[config.mk]
export PLATFORM = sky130hd
export DESIGN_NAME = base32_grouped_text_encoder_unit
export DESIGN_NICKNAME = d
export VERILOG_FILES = /design/src/sv/b32g_pkg.sv /design/src/sv/b32g_front.sv /design/src/sv/b32g_queue.sv /design/src/sv/b32g_back.sv /design/src/sv/base32_grouped_text_encoder_unit.sv
export SDC_FILE = /design/constraint.sdc
export NUM_CORES = 1
export LEC_CHECK = 0
export BUFFER_PORTS_ARGS = -buffer_cell sky130_fd_sc_hd__buf_2
export CELL_PAD_IN_SITES_DETAIL_PLACEMENT = 0
export CELL_PAD_IN_SITES_GLOBAL_PLACEMENT = 1
export CORE_MARGIN = 2
export CORE_UTILIZATION = 52
export CTS_CLUSTER_DIAMETER = 30
export DETAILED_ROUTE_END_ITERATION = 7
export PLACE_DENSITY_LB_ADDON = 0.1
export REMOVE_ABC_BUFFERS = 1
export SLEW_MARGIN = 20
export SYNTH_ARGS = -nofsm -noshare
export SYNTH_HDL_FRONTEND = slang
export SYNTH_SLANG_ARGS = --single-unit
[constraint.sdc]
create_clock -name clk -period 7 [get_ports clk]
set_input_delay 1.05 -clock clk [delete_from_list [all_inputs] [get_ports clk]]
set_output_delay 1.05 -clock clk [all_outputs]
set_load 0.01 [all_outputs]
[src/sv/b32g_pkg.sv]
package b32g_pkg;

  // Default characters per group before a space is inserted.
  localparam int GROUP_CHARS_DEF = 8;

  // Entries in the queue between front and back.
  localparam int QUEUE_DEPTH = 2;

  localparam logic [6:0] SPACE_CHAR = 7'd32;
  localparam logic [6:0] CHAR_A     = 7'd65;
  localparam logic [6:0] CHAR_Z     = 7'd90;
  localparam logic [6:0] CHAR_2     = 7'd50;
  localparam logic [6:0] CHAR_7     = 7'd55;

  // One classified byte: up to two symbols with optional spaces ahead of them.
  typedef struct packed {
    logic       sp1;   // space before the first symbol
    logic [4:0] sym1;
    logic       two;   // second symbol present
    logic       sp2;   // space before the second symbol
    logic [4:0] sym2;
  } job_t;

  // Base32 alphabet: A-Z then 2-7.
  function automatic logic [6:0] sym_char(input logic [4:0] sym);
    logic [6:0] code;
    if (sym < 5'd26) begin
      code = CHAR_A + {2'b00, sym};
    end else begin
      code = CHAR_2 + {2'b00, sym - 5'd26};
    end
    return code;
  endfunction

endpackage

[src/sv/b32g_front.sv]
module b32g_front import b32g_pkg::*; #(
  parameter int GROUP_CHARS = GROUP_CHARS_DEF
) (
  input  logic       clk,
  input  logic       rst,
  input  logic       in_valid,
  output logic       in_stall,
  input  logic [7:0] data_byte,
  input  logic       start_req,
  input  logic       q_full,
  output logic       push,
  output job_t       push_job
);

  localparam int EFF_GROUP = (GROUP_CHARS < 2) ? 2 : GROUP_CHARS;
  localparam int GP_W      = $clog2(EFF_GROUP);
  localparam logic [GP_W-1:0] GP_LAST = GP_W'(EFF_GROUP - 1);

  logic [3:0]      store, store_next;
  logic [2:0]      count, count_next;
  logic [GP_W-1:0] gp, gp_next;
  logic            any_emitted;

  logic [3:0]      cur_store;
  logic [2:0]      cur_count;
  logic [GP_W-1:0] cur_gp, gp1;
  logic            cur_any;
  logic [11:0]     cat, sel1, sel2;
  logic [3:0]      cnt0, sh1_full;
  logic [2:0]      sh1, sh2;
  logic            two;

  assign in_stall = q_full;
  assign push     = in_valid && !q_full;

  // Start clears the running state ahead of this byte.
  always_comb begin
    cur_store = start_req ? 4'd0 : store;
    cur_count = start_req ? 3'd0 : count;
    cur_gp    = start_req ? '0 : gp;
    cur_any   = start_req ? 1'b0 : any_emitted;
  end

  // Split the new bits into one or two 5-bit symbols.
  always_comb begin
    cat      = {cur_store, data_byte};
    cnt0     = {1'b0, cur_count} + 4'd8;
    sh1_full = cnt0 - 4'd5;
    sh1      = sh1_full[2:0];
    sel1     = cat >> sh1;
    two      = (sh1 >= 3'd5);
    sh2      = sh1 - 3'd5;
    sel2     = cat >> sh2;
    count_next = two ? sh2 : sh1;
    store_next = cat[3:0] & 4'((5'd1 << count_next) - 5'd1);
  end

  // Group position and space placement.
  always_comb begin
    gp1 = (cur_gp == GP_LAST) ? '0 : cur_gp + 1'b1;
    if (two) begin
      gp_next = (gp1 == GP_LAST) ? '0 : gp1 + 1'b1;
    end else begin
      gp_next = gp1;
    end
    push_job.sp1  = cur_any && (cur_gp == '0);
    push_job.sym1 = sel1[4:0];
    push_job.two  = two;
    push_job.sp2  = two && (gp1 == '0);
    push_job.sym2 = sel2[4:0];
  end

  always_ff @(posedge clk) begin
    if (rst) begin
      store       <= '0;
      count       <= '0;
      gp          <= '0;
      any_emitted <= 1'b0;
    end else if (push) begin
      store       <= store_next;
      count       <= count_next;
      gp          <= gp_next;
      any_emitted <= 1'b1;
    end
  end

endmodule

[src/sv/b32g_queue.sv]
module b32g_queue import b32g_pkg::*; (
  input  logic clk,
  input  logic rst,
  input  logic push,
  input  job_t push_job,
  output logic full,
  input  logic pop,
  output logic head_valid,
  output job_t head_job
);

  localparam int QAW = (QUEUE_DEPTH < 2) ? 1 : $clog2(QUEUE_DEPTH);
  localparam logic [QAW-1:0] PTR_LAST = QAW'(QUEUE_DEPTH - 1);
  localparam logic [QAW:0]   CNT_FULL = (QAW + 1)'(QUEUE_DEPTH);

  job_t           entries [QUEUE_DEPTH];
  logic [QAW-1:0] wr_ptr, rd_ptr;
  logic [QAW:0]   fill;

  assign full       = (fill == CNT_FULL);
  assign head_valid = (fill != '0);
  assign head_job   = entries[rd_ptr];

  // Payload storage, no reset needed.
  always_ff @(posedge clk) begin
    if (push) begin
      entries[wr_ptr] <= push_job;
    end
  end

  // Pointers and fill level.
  always_ff @(posedge clk) begin
    if (rst) begin
      wr_ptr <= '0;
      rd_ptr <= '0;
      fill   <= '0;
    end else begin
      if (push) begin
        wr_ptr <= (wr_ptr == PTR_LAST) ? '0 : wr_ptr + 1'b1;
      end
      if (pop) begin
        rd_ptr <= (rd_ptr == PTR_LAST) ? '0 : rd_ptr + 1'b1;
      end
      unique case ({push, pop})
        2'b10:   fill <= fill + 1'b1;
        2'b01:   fill <= fill - 1'b1;
        default: fill <= fill;
      endcase
    end
  end

endmodule

[src/sv/b32g_back.sv]
module b32g_back import b32g_pkg::*; (
  input  logic       clk,
  input  logic       rst,
  input  logic       head_valid,
  input  job_t       head_job,
  output logic       pop,
  output logic       out_valid,
  input  logic       out_stall,
  output logic [6:0] char_out,
  output logic       last
);

  logic [1:0] phase;
  logic [1:0] last_phase;
  logic [6:0] slot [3];
  logic [6:0] pick;
  logic       load, is_last;

  // Lay out the transaction sequence for the head job.
  always_comb begin
    slot[0] = sym_char(head_job.sym1);
    slot[1] = sym_char(head_job.sym2);
    slot[2] = sym_char(head_job.sym2);
    if (head_job.sp1) begin
      slot[0]    = SPACE_CHAR;
      slot[1]    = sym_char(head_job.sym1);
      last_phase = head_job.two ? 2'd2 : 2'd1;
    end else if (head_job.sp2) begin
      slot[1]    = SPACE_CHAR;
      last_phase = 2'd2;
    end else begin
      last_phase = head_job.two ? 2'd1 : 2'd0;
    end
    unique case (phase)
      2'd0:    pick = slot[0];
      2'd1:    pick = slot[1];
      default: pick = slot[2];
    endcase
  end

  assign load    = head_valid && (!out_valid || !out_stall);
  assign is_last = (phase == last_phase);
  assign pop     = load && is_last;

  // Output register and phase counter.
  always_ff @(posedge clk) begin
    if (rst) begin
      out_valid <= 1'b0;
      phase     <= 2'd0;
    end else begin
      if (load) begin
        out_valid <= 1'b1;
        phase     <= is_last ? 2'd0 : phase + 2'd1;
      end else if (!out_stall) begin
        out_valid <= 1'b0;
      end
    end
  end

  always_ff @(posedge clk) begin
    if (load) begin
      char_out <= pick;
      last     <= is_last;
    end
  end

endmodule

[src/sv/base32_grouped_text_encoder_unit.sv]
// Path: the first character of a byte passes through the job queue entry and then the output register.
// Throughput: one character per cycle from the output register while out_stall is low; a byte
// yields one to three characters, so the byte rate is set by the single character port.
// A two-entry job queue lets the front accept bytes while the back is still emitting.
// Reset (rst, synchronous): empties the queue and output, clears bit store and group count.
module base32_grouped_text_encoder_unit import b32g_pkg::*; #(
  parameter int GROUP_CHARS = GROUP_CHARS_DEF
) (
  input  logic       clk,
  input  logic       rst,
  input  logic       in_valid,
  output logic       in_stall,
  input  logic [7:0] data_byte,
  input  logic       start_req,
  output logic       out_valid,
  input  logic       out_stall,
  output logic [6:0] char_out,
  output logic       last
);

  logic push, q_full, pop, head_valid;
  job_t push_job, head_job;

  // Byte intake and symbol split.
  b32g_front #(
    .GROUP_CHARS(GROUP_CHARS)
  ) u_front (
    .clk       (clk),
    .rst       (rst),
    .in_valid  (in_valid),
    .in_stall  (in_stall),
    .data_byte (data_byte),
    .start_req (start_req),
    .q_full    (q_full),
    .push      (push),
    .push_job  (push_job)
  );

  // Job queue.
  b32g_queue u_queue (
    .clk        (clk),
    .rst        (rst),
    .push       (push),
    .push_job   (push_job),
    .full       (q_full),
    .pop        (pop),
    .head_valid (head_valid),
    .head_job   (head_job)
  );

  // Character emitter.
  b32g_back u_back (
    .clk        (clk),
    .rst        (rst),
    .head_valid (head_valid),
    .head_job   (head_job),
    .pop        (pop),
    .out_valid  (out_valid),
    .out_stall  (out_stall),
    .char_out   (char_out),
    .last       (last)
  );

endmodule

==> metrics.yaml <==
detailed_routing:
  drtPass1Iterations: 4
  avgViaCountPerCell: 5.84
  avgRoutedWirePerCell_um: 15.5
  ant_nets: 0
  drt-total-wl_um: 6810
  drc: 0
  vias: 2577
  drt_iter0_drc: 81
sta:
  final.min_clock_period_ns: 3.64
  period_share_pct: 52.0
  max_freq_mhz: 275
  worst_pin_slew_ns: 1.09
  rsz0062_at_grt: "no"
  slew_headroom_pct: 27.0
  finalSetupViolCount: 0
  hold_viol: 0
  finClkSkew_ns: 0.0120
  tns_ns: 0
  drv_slew: 0
yosys:
  synthTopCellsByCount: "43 x nand2_1, 34 x edfxtp_1, 29 x a21oi_1, 29 x nor2_1, 19 x dfxtp_1"
  synth_top_area_share_pct: 29.0
  synth_warnings: 0
  ys_types: 59
  ys.flop_type: "edfxtp_1"
  synth_area_leaders: "edfxtp_1 29%, dfxtp_1 11%, mux4_2 7.0%"
  yosysTopAreaCell: "edfxtp_1"
  synth_area_mm2: 0.00352
  synthArstFlopShare_pct: 0
  synth-seq-area-share_pct: 39.8
  post-synth-top-count-cell: "nand2_1"
  synth_area_per_cell_um2: 10.1
  ys_ff_latch: 53
  synth_edf_count: 34
  syn_inst: 350
worst_setup_path:
  critPathLaunchType: "input pin"
  worst-path-buf-inv: 2
  cp_cell_sequence: "buf_2 > nor2b_2 > inv_2 > ha_1 > xor2_4 > nor2_1 > a32oi_1 > ha_1 > nor4b_1 > o21ai_0 > o311ai_0"
  worstPathMaxFanout: 17
  crit_path_end_kind: "flop"
  criticalPathCategory: "input pin to flop"
  slowest_delay_ns: 0.58
  arrival_ns: 3.85
  setup.worst_path.start: "start_req"
  required_ns: 7.21
  critical-path-top-delay-family: "simple AND/OR/NAND/NOR gates"
  cp_common_cell: "ha_1"
  slowest_stage: "nor2b_2"
  worstReg2RegStart: "u_front.count[0]"
finish:
  design_area_mm2: 0.00374
  layout-drive-gt1-share_pct: 18.1
  multi_input_area_mm2: 0.00198
  nNetsFinal: 394
  diodes: 0
  regArea_mm2: 0.00140
  areaGrowthSynthToFinish_pct: 6.36
  nFillCells: 576
cts:
  post-cts-setup-buffers: 0
  h-tree-depth: 2
  clk_path_buf_depth: 2
  cts_resized: 0
  clockRootBuffer: "clkbuf_8"
  cts_tree: "yes"
  cts.sinks: 53
  clk_pin_slew_ns: 0.10
  ctsHoldBuffers: 0
  clk_latency_ns: 0.31
  numCtsBuffers: 5
floorplanning:
  fp.dieArea_mm2: 0.00744
  coreArea_mm2: 0.00646
  die_w_um: 86.3
  die_h_um: 86.3
  io_pins: 23
  initial_core_util_pct: 54.5
  rows: 29
global_route:
  grt_max_degree: 27
  grt_pass1_vias: 2459
  overflow: 0
  grt_pass1_wl_um: 11600
  antenna_found_initial: 0
  grtUsageTotal_pct: 19.6
placement:
  gp_congestion: 0.911
  dp_hpwl_um: 5190
  port_buffers: 22
  dpl_cell_area_mm2: 0.00365
outcome:
  status: "finished, final reports clean"
hold_path:
  holdCritStartpoint: "u_front.count[2]"
  hold_path.class: "flop to flop"
power_and_ir_drop:
  leakage_nw: 1.47
  p_per_area_mw_per_mm2: 342
  peakVddDrop_mv: 0.133
flow_run:
  cap_violations: 0
## stage by stage
step / util, % / cells / hold slack, ns / power, W / setup slack, ns
floorplan: - / 333 / 0.426 / 0.000964 / 3.26
global placement: 56.5 / 433 / 0.441 / 0.00110 / 2.67
detailed placement: 56.5 / 433 / 0.450 / 0.00111 / 2.61
CTS: 57.9 / 441 / 0.465 / 0.00129 / 2.94
global route: 58.0 / 441 / 0.503 / 0.00138 / 2.99
finish: 58.0 / 441 / 0.459 / 0.00128 / 3.36
## per-layer routing
layer	global-route usage [%]	vias to the layer above	wire [µm]
met5	0	-	0
met1	24.7	1223	3030
met4	5.68	0	76
met3	2.76	7	261
met2	35.1	48	3440
li1	-	1299	-
## cells in the final DEF (no fill, tap or decap), types with 3 or more instances in the layout
| master | instances |
|---|---|
| nor3_1 | 6 |
| nor2_1 | 29 |
| mux2_4 | 3 |
| nand2b_1 | 6 |
| mux2i_1 | 13 |
| and3_1 | 9 |
| xnor2_1 | 8 |
| o21ai_0 | 13 |
| nand2_1 | 43 |
| clkbuf_8 | 5 |
| buf_2 | 22 |
| nor2b_1 | 5 |
| ha_1 | 18 |
| edfxtp_1 | 34 |
| o32ai_1 | 3 |
| a211o_1 | 4 |
| a21oi_1 | 29 |
| dfxtp_1 | 19 |
| nand3_1 | 9 |
| nand4_1 | 3 |
| inv_1 | 15 |
| o31ai_1 | 3 |
| mux2_2 | 6 |
| mux4_2 | 11 |
| o22ai_1 | 4 |
## state kept, by name, summed over array words and instances, names as in the netlist, named ones only
| register | count |
|---|---|
| u_back.phase | 2 |
| u_front.count | 3 |
| u_queue.fill | 2 |
| u_back.char_out | 7 |
| u_front.any_emitted | 1 |
| u_back.out_valid | 1 |
| u_queue.rd_ptr | 1 |
| u_queue.wr_ptr | 1 |
| u_front.gp | 3 |
| u_front.store | 4 |
| u_queue.entries | 26 |
| u_back.last | 1 |
## worst register-to-register path, delay by kind of cell, from the launching register on
kind	cells	cell delay (ns)
compound gates	3	0.36
xor+xnor	1	0.27
fa+ha+maj	2	0.62
buf+inv	1	0.28
flops	1	0.62
simple gates	3	1.15
## logic make-up (layout without fill, tap and decap cells)
family                   Yosys count  count (layout)  share of synthesized area [%]
XOR/XNOR                          13              13                           4.20
adder cells (fa/ha/maj)           18              18                           6.40
AO/OA/AOI/OAI                     74              74                           13.9
multiplexers                      34              34                           14.3
buffers and inverters             33              47                           4.05
flip-flops                        53              53                           39.8
AND/OR/NAND/NOR                  125             125                           17.3
## cell type report
class	count	share of cell area, %
multi-input cells	264	52.8
clock buffers	5	1.84
repair buffers	23	3.14
well taps	77	2.57
clock inverters	3	0.568
inverters	16	1.60
flip-flops and latches	53	37.4
## where the power goes
group	leakage, nW	switching (W)	internal (W)
sequential	0.480	0.0000433	0.000449
clock	0.0445	0.000103	0.0000712
combinational	0.945	0.000354	0.000260
total	1.47	0.000500	0.000780
## final timing paths
path,to,slack [ns],cells after the start
min reg2reg,u_front.count[2],0.46,2
max,u_front.store[2],3.36,11
min,u_front.count[2],0.46,2
max reg2reg,u_front.store[2],3.60,10
Note: power is estimated with default switching activity, not from simulation.
